--- src/rtl/ohlc_pkg.sv ---
// Shared types and constants of the OHLC bar aggregator.
package ohlc_pkg;

    localparam int CFG_WIDTH = 16;
    localparam int CFG_INDEX_WIDTH = 2;
    localparam int EXT_START = 100000;
    localparam int EXT_MIN_WIDTH = 18;

    typedef enum logic [1:0] {
        MODE_GROUP  = 2'd0,
        MODE_WALK   = 2'd1,
        MODE_DELTA  = 2'd2,
        MODE_DIRECT = 2'd3
    } mode_t;

    typedef enum logic [CFG_INDEX_WIDTH-1:0] {
        REG_MODE        = 2'd0,
        REG_BAR_WINDOW  = 2'd1,
        REG_SKIP_COUNT  = 2'd2,
        REG_DELTA_RANGE = 2'd3
    } reg_index_t;

endpackage

--- src/rtl/ohlc_if.sv ---
// Valid/ready stream interfaces for the sample input and the bar output.
interface ohlc_in_if #(
    parameter int DATA_WIDTH = 32
);
    logic                         valid;
    logic                         ready;
    logic signed [DATA_WIDTH-1:0] sample;
    logic                         series_end;

    modport source (output valid, output sample, output series_end, input ready);
    modport sink (input valid, input sample, input series_end, output ready);
endinterface

interface ohlc_out_if #(
    parameter int DATA_WIDTH  = 32,
    parameter int COUNT_WIDTH = 16
);
    logic                         valid;
    logic                         ready;
    logic signed [DATA_WIDTH-1:0] bar_open;
    logic signed [DATA_WIDTH-1:0] bar_high;
    logic signed [DATA_WIDTH-1:0] bar_low;
    logic signed [DATA_WIDTH-1:0] bar_close;
    logic [COUNT_WIDTH-1:0]       bar_number;
    logic signed [DATA_WIDTH-1:0] series_max;
    logic signed [DATA_WIDTH-1:0] series_min;
    logic                         final_bar;

    modport source (
        output valid, output bar_open, output bar_high, output bar_low, output bar_close,
        output bar_number, output series_max, output series_min, output final_bar,
        input ready
    );
    modport sink (
        input valid, input bar_open, input bar_high, input bar_low, input bar_close,
        input bar_number, input series_max, input series_min, input final_bar,
        output ready
    );
endinterface

--- src/rtl/ohlc_bar_aggregator.sv ---
// Top level of the OHLC bar aggregator: ports, configuration and output buffering.
//
// Samples enter on in_ch (valid/ready) with a series_end flag on the last item
// of a series. Each transfer yields zero or one bar on out_ch. The plain write
// port (cfg_write, cfg_index, cfg_data) sets mode, bar_window, skip_count and
// delta_range; write it only while no item is in flight.
// An accepted item updates the series state and writes its bar, if any, into
// the output buffer at the same clock edge. The block takes one sample per
// cycle while the buffer has room; the rate is set by the series logic, which
// computes each bar combinationally from its registered state. A two-entry
// output buffer lets input transfers continue while one finished bar waits;
// when both entries are full, in_ch.ready drops until a bar is transferred.
// Reset clears the configuration to mode 0, window 1, no skip, zero range,
// empties the buffer and starts a fresh series with extremes at -100000 and
// 100000.
module ohlc_bar_aggregator #(
    parameter int DATA_WIDTH  = 32,
    parameter int COUNT_WIDTH = 16
) (
    input  logic                           clk,
    input  logic                           rst_n,
    input  logic                           cfg_write,
    input  ohlc_pkg::reg_index_t           cfg_index,
    input  logic [ohlc_pkg::CFG_WIDTH-1:0] cfg_data,
    ohlc_in_if.sink                        in_ch,
    ohlc_out_if.source                     out_ch
);
    import ohlc_pkg::*;

    localparam int RES_WIDTH = 6 * DATA_WIDTH + COUNT_WIDTH + 1;

    logic                 accept;
    logic                 emit;
    logic                 has_room;
    logic [RES_WIDTH-1:0] core_result;
    logic [RES_WIDTH-1:0] out_data;

    assign in_ch.ready = has_room;
    assign accept      = in_ch.valid && has_room;

    ohlc_core #(
        .DATA_WIDTH  (DATA_WIDTH),
        .COUNT_WIDTH (COUNT_WIDTH)
    ) u_core (
        .clk        (clk),
        .rst_n      (rst_n),
        .cfg_write  (cfg_write),
        .cfg_index  (cfg_index),
        .cfg_data   (cfg_data),
        .accept     (accept),
        .sample     (in_ch.sample),
        .series_end (in_ch.series_end),
        .emit       (emit),
        .result     (core_result)
    );

    ohlc_obuf #(
        .WIDTH (RES_WIDTH)
    ) u_obuf (
        .clk       (clk),
        .rst_n     (rst_n),
        .push      (accept && emit),
        .push_data (core_result),
        .has_room  (has_room),
        .out_valid (out_ch.valid),
        .out_ready (out_ch.ready),
        .out_data  (out_data)
    );

    assign {out_ch.bar_open, out_ch.bar_high, out_ch.bar_low, out_ch.bar_close,
            out_ch.bar_number, out_ch.series_max, out_ch.series_min,
            out_ch.final_bar} = out_data;

endmodule

--- src/rtl/ohlc_core.sv ---
// Configuration registers, series state and combinational bar computation.
module ohlc_core #(
    parameter int DATA_WIDTH  = 32,
    parameter int COUNT_WIDTH = 16,
    localparam int RES_WIDTH  = 6 * DATA_WIDTH + COUNT_WIDTH + 1
) (
    input  logic                                clk,
    input  logic                                rst_n,
    input  logic                                cfg_write,
    input  ohlc_pkg::reg_index_t                cfg_index,
    input  logic [ohlc_pkg::CFG_WIDTH-1:0]      cfg_data,
    input  logic                                accept,
    input  logic signed [DATA_WIDTH-1:0]        sample,
    input  logic                                series_end,
    output logic                                emit,
    output logic [RES_WIDTH-1:0]                result
);
    import ohlc_pkg::*;

    localparam int SUM_WIDTH = (DATA_WIDTH > CFG_WIDTH ? DATA_WIDTH : CFG_WIDTH) + 2;
    localparam int EXT_WIDTH = (DATA_WIDTH > EXT_MIN_WIDTH ? DATA_WIDTH : EXT_MIN_WIDTH);
    localparam logic signed [SUM_WIDTH-1:0] SAT_MAX =
        SUM_WIDTH'({1'b0, {(DATA_WIDTH-1){1'b1}}});
    localparam logic signed [SUM_WIDTH-1:0] SAT_MIN = -SAT_MAX - SUM_WIDTH'(1);
    localparam logic signed [SUM_WIDTH-1:0] STEP_ONE = SUM_WIDTH'(1);
    localparam logic signed [EXT_WIDTH-1:0] EXT_HIGH_START = -EXT_WIDTH'(EXT_START);
    localparam logic signed [EXT_WIDTH-1:0] EXT_LOW_START = EXT_WIDTH'(EXT_START);

    function automatic logic signed [DATA_WIDTH-1:0] sat_add(
        input logic signed [DATA_WIDTH-1:0] a,
        input logic signed [SUM_WIDTH-1:0]  b
    );
        logic signed [SUM_WIDTH-1:0] sum;
        sum = SUM_WIDTH'(a) + b;
        if (sum > SAT_MAX)
        begin
            sum = SAT_MAX;
        end
        else if (sum < SAT_MIN)
        begin
            sum = SAT_MIN;
        end
        return sum[DATA_WIDTH-1:0];
    endfunction

    mode_t                  mode_reg;
    logic [CFG_WIDTH-1:0]   bar_window_reg;
    logic [CFG_WIDTH-1:0]   skip_count_reg;
    logic [CFG_WIDTH-1:0]   delta_range_reg;

    logic signed [DATA_WIDTH-1:0] level_reg, level_next;
    logic signed [DATA_WIDTH-1:0] prev_reg, prev_next;
    logic signed [DATA_WIDTH-1:0] open_reg, open_next;
    logic signed [DATA_WIDTH-1:0] high_reg, high_next;
    logic signed [DATA_WIDTH-1:0] low_reg, low_next;
    logic [CFG_WIDTH-1:0]         window_pos_reg, window_pos_next;
    logic [COUNT_WIDTH-1:0]       bar_count_reg, bar_count_next;
    logic [CFG_WIDTH-1:0]         skip_cnt_reg, skip_cnt_next;
    logic signed [EXT_WIDTH-1:0]  ext_high_reg, ext_high_next;
    logic signed [EXT_WIDTH-1:0]  ext_low_reg, ext_low_next;
    logic                         first_reg, first_next;

    logic signed [DATA_WIDTH-1:0] bar_o, bar_h, bar_l, bar_c, value, delta;
    logic signed [EXT_WIDTH-1:0]  ext_high_upd, ext_low_upd;
    logic [CFG_WIDTH-1:0]         window;
    logic                         closes;
    logic                         skipping;

    always_ff @(posedge clk or negedge rst_n)
    begin
        if (!rst_n)
        begin
            mode_reg        <= MODE_GROUP;
            bar_window_reg  <= CFG_WIDTH'(1);
            skip_count_reg  <= '0;
            delta_range_reg <= '0;
        end
        else if (cfg_write)
        begin
            case (cfg_index)
                REG_MODE:        mode_reg        <= mode_t'(cfg_data[1:0]);
                REG_BAR_WINDOW:  bar_window_reg  <= cfg_data;
                REG_SKIP_COUNT:  skip_count_reg  <= cfg_data;
                REG_DELTA_RANGE: delta_range_reg <= cfg_data;
                default:         mode_reg        <= mode_reg;
            endcase
        end
    end

    always_comb
    begin
        level_next      = level_reg;
        prev_next       = prev_reg;
        open_next       = open_reg;
        high_next       = high_reg;
        low_next        = low_reg;
        window_pos_next = window_pos_reg;
        bar_count_next  = bar_count_reg;
        skip_cnt_next   = skip_cnt_reg;
        ext_high_next   = ext_high_reg;
        ext_low_next    = ext_low_reg;
        first_next      = first_reg;
        emit            = 1'b0;
        bar_o           = open_reg;
        bar_h           = high_reg;
        bar_l           = low_reg;
        bar_c           = sample;
        value           = sample;
        delta           = sample;
        ext_high_upd    = ext_high_reg;
        ext_low_upd     = ext_low_reg;
        window          = (bar_window_reg == '0) ? CFG_WIDTH'(1) : bar_window_reg;
        closes          = ({1'b0, window_pos_reg} + (CFG_WIDTH + 1)'(1) >= {1'b0, window})
                          || series_end;
        skipping        = skip_cnt_reg < skip_count_reg;

        if (skipping)
        begin
            skip_cnt_next = skip_cnt_reg + CFG_WIDTH'(1);
        end
        else
        begin
            case (mode_reg)
                MODE_GROUP, MODE_WALK:
                begin
                    if (mode_reg == MODE_WALK)
                    begin
                        level_next = sat_add(level_reg, (sample != '0) ? STEP_ONE : -STEP_ONE);
                        value = level_next;
                    end
                    if (window_pos_reg == '0)
                    begin
                        open_next = value;
                        high_next = value;
                        low_next  = value;
                    end
                    else
                    begin
                        high_next = (value > high_reg) ? value : high_reg;
                        low_next  = (value < low_reg) ? value : low_reg;
                    end
                    bar_o = open_next;
                    bar_h = high_next;
                    bar_l = low_next;
                    bar_c = value;
                    emit  = closes;
                    window_pos_next = closes ? '0 : window_pos_reg + CFG_WIDTH'(1);
                end
                default:
                begin
                    if (mode_reg == MODE_DELTA)
                    begin
                        delta = sat_add(sample,
                                        -$signed(SUM_WIDTH'(delta_range_reg >> 1)));
                        level_next = sat_add(level_reg, SUM_WIDTH'(delta));
                        bar_o = level_reg;
                        bar_c = level_next;
                    end
                    else
                    begin
                        bar_o = first_reg ? sample : prev_reg;
                        bar_c = sample;
                    end
                    bar_h = (bar_o > bar_c) ? bar_o : bar_c;
                    bar_l = (bar_o < bar_c) ? bar_o : bar_c;
                    open_next = bar_o;
                    high_next = bar_h;
                    low_next  = bar_l;
                    window_pos_next = '0;
                    emit = 1'b1;
                end
            endcase
            prev_next  = sample;
            first_next = 1'b0;
        end

        if (emit)
        begin
            if (EXT_WIDTH'(bar_h) > ext_high_reg)
            begin
                ext_high_upd = EXT_WIDTH'(bar_h);
            end
            if (EXT_WIDTH'(bar_l) < ext_low_reg)
            begin
                ext_low_upd = EXT_WIDTH'(bar_l);
            end
            ext_high_next  = ext_high_upd;
            ext_low_next   = ext_low_upd;
            bar_count_next = bar_count_reg + COUNT_WIDTH'(1);
        end

        if (series_end)
        begin
            level_next      = '0;
            window_pos_next = '0;
            bar_count_next  = '0;
            skip_cnt_next   = '0;
            ext_high_next   = EXT_HIGH_START;
            ext_low_next    = EXT_LOW_START;
            first_next      = 1'b1;
        end

        result = {bar_o, bar_h, bar_l, bar_c, bar_count_reg,
                  ext_high_upd[DATA_WIDTH-1:0], ext_low_upd[DATA_WIDTH-1:0], series_end};
    end

    always_ff @(posedge clk or negedge rst_n)
    begin
        if (!rst_n)
        begin
            level_reg      <= '0;
            prev_reg       <= '0;
            open_reg       <= '0;
            high_reg       <= '0;
            low_reg        <= '0;
            window_pos_reg <= '0;
            bar_count_reg  <= '0;
            skip_cnt_reg   <= '0;
            ext_high_reg   <= EXT_HIGH_START;
            ext_low_reg    <= EXT_LOW_START;
            first_reg      <= 1'b1;
        end
        else if (accept)
        begin
            level_reg      <= level_next;
            prev_reg       <= prev_next;
            open_reg       <= open_next;
            high_reg       <= high_next;
            low_reg        <= low_next;
            window_pos_reg <= window_pos_next;
            bar_count_reg  <= bar_count_next;
            skip_cnt_reg   <= skip_cnt_next;
            ext_high_reg   <= ext_high_next;
            ext_low_reg    <= ext_low_next;
            first_reg      <= first_next;
        end
    end

    a_restart_after_end: assert property (
        @(posedge clk) disable iff (!rst_n)
        (accept && series_end) |=> (first_reg && bar_count_reg == '0 && skip_cnt_reg == '0)
    ) else $error("series state not restarted after the last item");

    a_window_clear: assert property (
        @(posedge clk) disable iff (!rst_n)
        (accept && !skipping && (mode_reg == MODE_DELTA || mode_reg == MODE_DIRECT))
            |=> window_pos_reg == '0
    ) else $error("window position kept in a per-item mode");

endmodule

--- src/rtl/ohlc_obuf.sv ---
// Two-entry output buffer that decouples bar results from the output handshake.
module ohlc_obuf #(
    parameter int WIDTH = 225
) (
    input  logic             clk,
    input  logic             rst_n,
    input  logic             push,
    input  logic [WIDTH-1:0] push_data,
    output logic             has_room,
    output logic             out_valid,
    input  logic             out_ready,
    output logic [WIDTH-1:0] out_data
);
    logic [1:0]       count_reg, count_next;
    logic [WIDTH-1:0] slot0_reg, slot0_next;
    logic [WIDTH-1:0] slot1_reg, slot1_next;
    logic             pop;

    assign pop       = out_valid && out_ready;
    assign has_room  = count_reg != 2'd2;
    assign out_valid = count_reg != 2'd0;
    assign out_data  = slot0_reg;

    always_comb
    begin
        slot0_next = slot0_reg;
        slot1_next = slot1_reg;
        count_next = count_reg;
        if (pop)
        begin
            slot0_next = slot1_reg;
            count_next = count_reg - 2'd1;
        end
        if (push)
        begin
            if (count_next == 2'd0)
            begin
                slot0_next = push_data;
            end
            else
            begin
                slot1_next = push_data;
            end
            count_next = count_next + 2'd1;
        end
    end

    always_ff @(posedge clk or negedge rst_n)
    begin
        if (!rst_n)
        begin
            count_reg <= 2'd0;
        end
        else
        begin
            count_reg <= count_next;
        end
    end

    always_ff @(posedge clk)
    begin
        slot0_reg <= slot0_next;
        slot1_reg <= slot1_next;
    end

    a_no_overflow: assert property (
        @(posedge clk) disable iff (!rst_n)
        push |-> count_reg != 2'd2
    ) else $error("result written into a full buffer");

    a_shift_on_pop: assert property (
        @(posedge clk) disable iff (!rst_n)
        (pop && !push && count_reg == 2'd2) |=> slot0_reg == $past(slot1_reg)
    ) else $error("second entry lost on transfer");

endmodule

--- src/flat_wrapper.sv ---
// flat-port wrapper written by rule: the top's interface ports become plain ports
module ohlc_bar_aggregator_flat import ohlc_pkg::*;
#(
    parameter int DATA_WIDTH  = 32,
    parameter int COUNT_WIDTH = 16
)
  (clk, rst_n, cfg_write, cfg_index, cfg_data, in_ch_valid, in_ch_sample, in_ch_series_end, in_ch_ready, out_ch_valid, out_ch_bar_open, out_ch_bar_high, out_ch_bar_low, out_ch_bar_close, out_ch_bar_number, out_ch_series_max, out_ch_series_min, out_ch_final_bar, out_ch_ready);
  ohlc_in_if #(.DATA_WIDTH(DATA_WIDTH)) in_ch_i ();
  ohlc_out_if #(.DATA_WIDTH(DATA_WIDTH), .COUNT_WIDTH(COUNT_WIDTH)) out_ch_i ();
  input  logic clk;
  input  logic rst_n;
  input  logic cfg_write;
  input  ohlc_pkg::reg_index_t cfg_index;
  input  logic [ohlc_pkg::CFG_WIDTH-1:0] cfg_data;
  input wire logic [$bits(in_ch_i.valid)-1:0] in_ch_valid;
  input wire logic [$bits(in_ch_i.sample)-1:0] in_ch_sample;
  input wire logic [$bits(in_ch_i.series_end)-1:0] in_ch_series_end;
  output wire logic [$bits(in_ch_i.ready)-1:0] in_ch_ready;
  output wire logic [$bits(out_ch_i.valid)-1:0] out_ch_valid;
  output wire logic [$bits(out_ch_i.bar_open)-1:0] out_ch_bar_open;
  output wire logic [$bits(out_ch_i.bar_high)-1:0] out_ch_bar_high;
  output wire logic [$bits(out_ch_i.bar_low)-1:0] out_ch_bar_low;
  output wire logic [$bits(out_ch_i.bar_close)-1:0] out_ch_bar_close;
  output wire logic [$bits(out_ch_i.bar_number)-1:0] out_ch_bar_number;
  output wire logic [$bits(out_ch_i.series_max)-1:0] out_ch_series_max;
  output wire logic [$bits(out_ch_i.series_min)-1:0] out_ch_series_min;
  output wire logic [$bits(out_ch_i.final_bar)-1:0] out_ch_final_bar;
  input wire logic [$bits(out_ch_i.ready)-1:0] out_ch_ready;
  assign in_ch_i.valid = in_ch_valid;
  assign in_ch_i.sample = in_ch_sample;
  assign in_ch_i.series_end = in_ch_series_end;
  assign in_ch_ready = in_ch_i.ready;
  assign out_ch_valid = out_ch_i.valid;
  assign out_ch_bar_open = out_ch_i.bar_open;
  assign out_ch_bar_high = out_ch_i.bar_high;
  assign out_ch_bar_low = out_ch_i.bar_low;
  assign out_ch_bar_close = out_ch_i.bar_close;
  assign out_ch_bar_number = out_ch_i.bar_number;
  assign out_ch_series_max = out_ch_i.series_max;
  assign out_ch_series_min = out_ch_i.series_min;
  assign out_ch_final_bar = out_ch_i.final_bar;
  assign out_ch_i.ready = out_ch_ready;
  ohlc_bar_aggregator #(.DATA_WIDTH(DATA_WIDTH), .COUNT_WIDTH(COUNT_WIDTH)) u_core (.clk(clk), .rst_n(rst_n), .cfg_write(cfg_write), .cfg_index(cfg_index), .cfg_data(cfg_data), .in_ch(in_ch_i), .out_ch(out_ch_i));
endmodule
--- config.mk ---
export PLATFORM = sky130hd
export DESIGN_NAME = ohlc_bar_aggregator_flat
export DESIGN_NICKNAME = d
export VERILOG_FILES = /design/src/rtl/ohlc_pkg.sv /design/src/rtl/ohlc_if.sv /design/src/rtl/ohlc_bar_aggregator.sv /design/src/rtl/ohlc_core.sv /design/src/rtl/ohlc_obuf.sv /design/src/flat_wrapper.sv
export SDC_FILE = /design/constraint.sdc
export NUM_CORES = 2
export LEC_CHECK = 0
export ABC_AREA = 1
export BUFFER_PORTS_ARGS = -buffer_cell sky130_fd_sc_hd__buf_2
export CAP_MARGIN = 10
export CORE_MARGIN = 4
export CORE_UTILIZATION = 30
export CTS_BUF_LIST = sky130_fd_sc_hd__clkbuf_16
export DETAILED_ROUTE_END_ITERATION = 10
export PLACE_DENSITY_LB_ADDON = 0.05
export SETUP_SLACK_MARGIN = 0.4
export SLEW_MARGIN = 20
export SYNTH_ARGS = -nofsm -noshare
export SYNTH_HDL_FRONTEND = slang
export SYNTH_SLANG_ARGS = --single-unit
--- constraint.sdc ---
create_clock -name clk -period 36.8 [get_ports clk]
set_input_delay 1.84 -clock clk [delete_from_list [all_inputs] [get_ports clk]]
set_output_delay 1.84 -clock clk [all_outputs]
set_load 0.02 [all_outputs]
==> impl_metrics.env <==
export IMPL_cp_depth=72
export IMPL_layout_common_cells="832 x nand2_1, 811 x o21ai_0, 717 x inv_1, 412 x a21oi_1, 315 x nor2_1"
export IMPL_final_util_pct=34.5
export IMPL_r2r_end="u_core.u_obuf.slot1_reg[38]"
export IMPL_drtIter0Drc=2768
export IMPL_maxCapViolCount=0
export IMPL_synthCells=5547
export IMPL_p_int_mw=2.20
export IMPL_port_buffers=266
export IMPL_p_clk_share_pct=21.1
export IMPL_dr_pass1_iters=6
export IMPL_crit_end="u_core.u_obuf.slot1_reg[38]"
export IMPL_async_reset_ff_share_pct=43.7
export IMPL_path_common_cell="nand2_1"
export IMPL_period_minus_slack_ns=15.99
export IMPL_cts_tree="built"
export IMPL_netlist_area_um2=44100
export IMPL_r2r_cells=72
export IMPL_grt_pass1_wl_um=257000
export IMPL_arrival_ns=16.41
export IMPL_layout_commonest_cell="nand2_1"
export IMPL_grt_overflow_total=0
export IMPL_grt_util_met2_pct=36.7
export IMPL_worst_setup_path_end_kind="flop"
export IMPL_finalSetupViolCount=0
export IMPL_setup_slack_ns=20.81
export IMPL_hold_violations=0
export IMPL_area_delta_synth_final_pct=14.2
export IMPL_antenna_found_initial=10
export IMPL_die_w_um=391
export IMPL_grt_usage_pct=22.3
export IMPL_die_area_um2=153000
export IMPL_grt_pass1_vias=37400
export IMPL_dr_total_vias=39400
export IMPL_finalSetupTns_ns=0
export IMPL_cp_start_kind="input pin"
export IMPL_r2r_start="u_core.u_core.delta_range_reg[3]"
export IMPL_p_total_mw=4.17
export IMPL_crit_path_start="in_ch_sample[2]"
export IMPL_busiest_layer="met2"
export IMPL_hp_class="flop to flop"
export IMPL_drt_vias_per_instance=5.12
export IMPL_finalCritPeriodShare_pct=43.4
export IMPL_met1_usage_pct=31.3
export IMPL_placed_cell_area_um2=47500
export IMPL_static_leakage_power_nw=22.7
export IMPL_ys_seq_area_share_pct=42.2
export IMPL_grt_util_met3_pct=2.66
export IMPL_cp_max_fo=55
export IMPL_cts_resized=0
export IMPL_postCtsHoldBufs=0
export IMPL_r2r_slack_ns=21.71
export IMPL_drt_total_wl_um=175000
export IMPL_switchingPower_mw=1.97
export IMPL_synth_flop_cell="dfrtp_1"
export IMPL_pin_count=267
export IMPL_max_stage_delay_ns=0.76
export IMPL_numClockSinks=742
export IMPL_syn_area_per_cell_um2=7.94
export IMPL_cp_slowest_cell="inv_2"
export IMPL_h_tree_depth=3
export IMPL_crit_buf_inv=11
export IMPL_final_area_um2=50300
export IMPL_postCtsSetupBuffers=0
export IMPL_synth_edf_count=209
export IMPL_crit_family="simple AND/OR/NAND/NOR gates"
export IMPL_initial_utilization_pct=30.2
export IMPL_fin_worst_skew_ns=0.0308
export IMPL_worst_slew_pin_slew_ns=1.18
export IMPL_nNetsFinal=6020
export IMPL_drcViolationCount=0
export IMPL_grt_max_degree=217
export IMPL_core_area_um2=146000
export IMPL_p_comb_share_pct=49.2
export IMPL_grt_setup_unrepaired="false"
export IMPL_place_gp_congestion=0.862
export IMPL_yosysUniqueCellTypes=60
export IMPL_outcome="finished clean"
export IMPL_final_max_slew_viol_count=0
export IMPL_crit_required_ns=37.22
export IMPL_clock_fmax_mhz=62.5
export IMPL_place_ws_ns=20.21
export IMPL_p_seq_share_pct=29.7
export IMPL_power_density_nw_per_um2=82.8
export IMPL_final_antenna_net_count=0
export IMPL_rows=140
export IMPL_wl_per_cell_um=22.8
export IMPL_clockBufferDepth=3
export IMPL_nFillCells=15600
export IMPL_ys_ff_latch=742
export IMPL_place_hpwl_um=126000
export IMPL_yosysWarnings=0
export IMPL_cts_clk_slew_worst_paths_ns=0.06
export IMPL_clk_latency_ns=0.71
export IMPL_die_height_um=391
export IMPL_hold_start="u_core.u_core.bar_count_reg[14]"
export IMPL_slew_limit_headroom_pct=21.0
export IMPL_cts_made_buffers=92
export IMPL_path_class="input pin to flop"
export IMPL_switching_share_pct=47.4
export IMPL_mappedNetlistNets=5878
export IMPL_layout_drive_gt1_share_pct=10.7
export IMPL_cts_root_buf="clkbuf_16"
export IMPL_vdd_drop_max_mv=0.0496
cells in the mapped netlist, types with 7 or more instances:
cell type / count / area (um2)
a21o_1: 7 / 52.6
nor2_1: 321 / 1200
buf_2: 15 / 75.1
o21bai_1: 12 / 90.1
o211ai_1: 116 / 871
clkbuf_1: 265 / 995
o21ai_0: 832 / 4160
and2_1: 18 / 113
or2_2: 36 / 225
nor4_1: 18 / 113
dfstp_2: 30 / 788
o2111ai_1: 7 / 61.3
buf_1: 29 / 109
nor3b_1: 9 / 67.6
nand2_1: 837 / 3140
ha_1: 272 / 3400
a21oi_1: 412 / 2060
nand3_1: 216 / 1080
a211oi_1: 23 / 173
dfrtp_1: 294 / 7360
nand2_2: 22 / 138
o21ai_1: 45 / 225
o21a_1: 7 / 52.6
a22oi_1: 22 / 165
o22ai_1: 137 / 857
xnor2_1: 34 / 298
dfxtp_1: 209 / 4180
mux2i_1: 91 / 911
nor3_1: 50 / 250
edfxtp_1: 209 / 6280
a31oi_1: 43 / 269
nand4_1: 81 / 507
inv_1: 701 / 2630
xor2_1: 62 / 543
logic make-up (layout without fill, tap and decap cells):
kind of cell / count (synthesis) / count (layout) / share of synthesized area [%]
AO/OA/AOI/OAI: 1693 / 1693 / 21.2
AND/OR/NAND/NOR: 1629 / 1629 / 16.0
buffers and inverters: 1021 / 1241 / 8.80
flip-flops: 742 / 742 / 42.2
adder cells (fa/ha/maj): 275 / 275 / 7.86
XOR/XNOR: 96 / 96 / 1.91
multiplexers: 91 / 91 / 2.07
other: 0 / 1 / 0
metrics by stage:
stage	instances	hold WS, ns
CTS	7684	0.482
finish	7685	0.478
detailed placement	7512	0.468
floorplan	5547	0.447
global placement	7512	0.463
global route	7685	0.494
power by group through the flow:
stage,clock network [mW],logic [mW],registers [mW]
global placement,0,2.05,1.26
floorplan,0,1.16,1.33
global route,0.939,2.27,1.26
CTS,0.908,2.06,1.24
finish,0.878,2.05,1.24
detailed placement,0,2.05,1.26
worst min-delay path by stage:
stage / end / cells after the start
final: u_core.u_obuf.slot1_reg[79] / 0
after global routing: u_core.u_obuf.slot1_reg[74] / 0
after floorplan: u_core.u_obuf.slot1_reg[71] / 0
after CTS: u_core.u_obuf.out_data[205] / 2
after global placement: u_core.u_obuf.slot1_reg[74] / 0
after detailed placement: u_core.u_obuf.slot1_reg[74] / 0
metal layers:
| metal | vias up | part of all wire [%] |
|---|---|---|
| met5 | - | 0.019 |
| met4 | 6 | 2.1 |
| met3 | 165 | 4.5 |
| met2 | 902 | 47 |
| met1 | 19000 | 46 |
| li1 | 19300 | - |
area by class of cell:
type | count | area [um2] | share of cell area (%)
tap | 1917 | 2400 | 4.76
multi-input combinational | 3784 | 21700 | 43.1
antenna | 1 | 2.50 | 0.00497
inverter | 708 | 2670 | 5.30
sequential | 742 | 18600 | 37.0
clock inverter | 79 | 534 | 1.06
clock buffer | 93 | 2330 | 4.62
timing repair buffer | 361 | 2120 | 4.21
No activity file was read; power rests on OpenSTA's default activity.
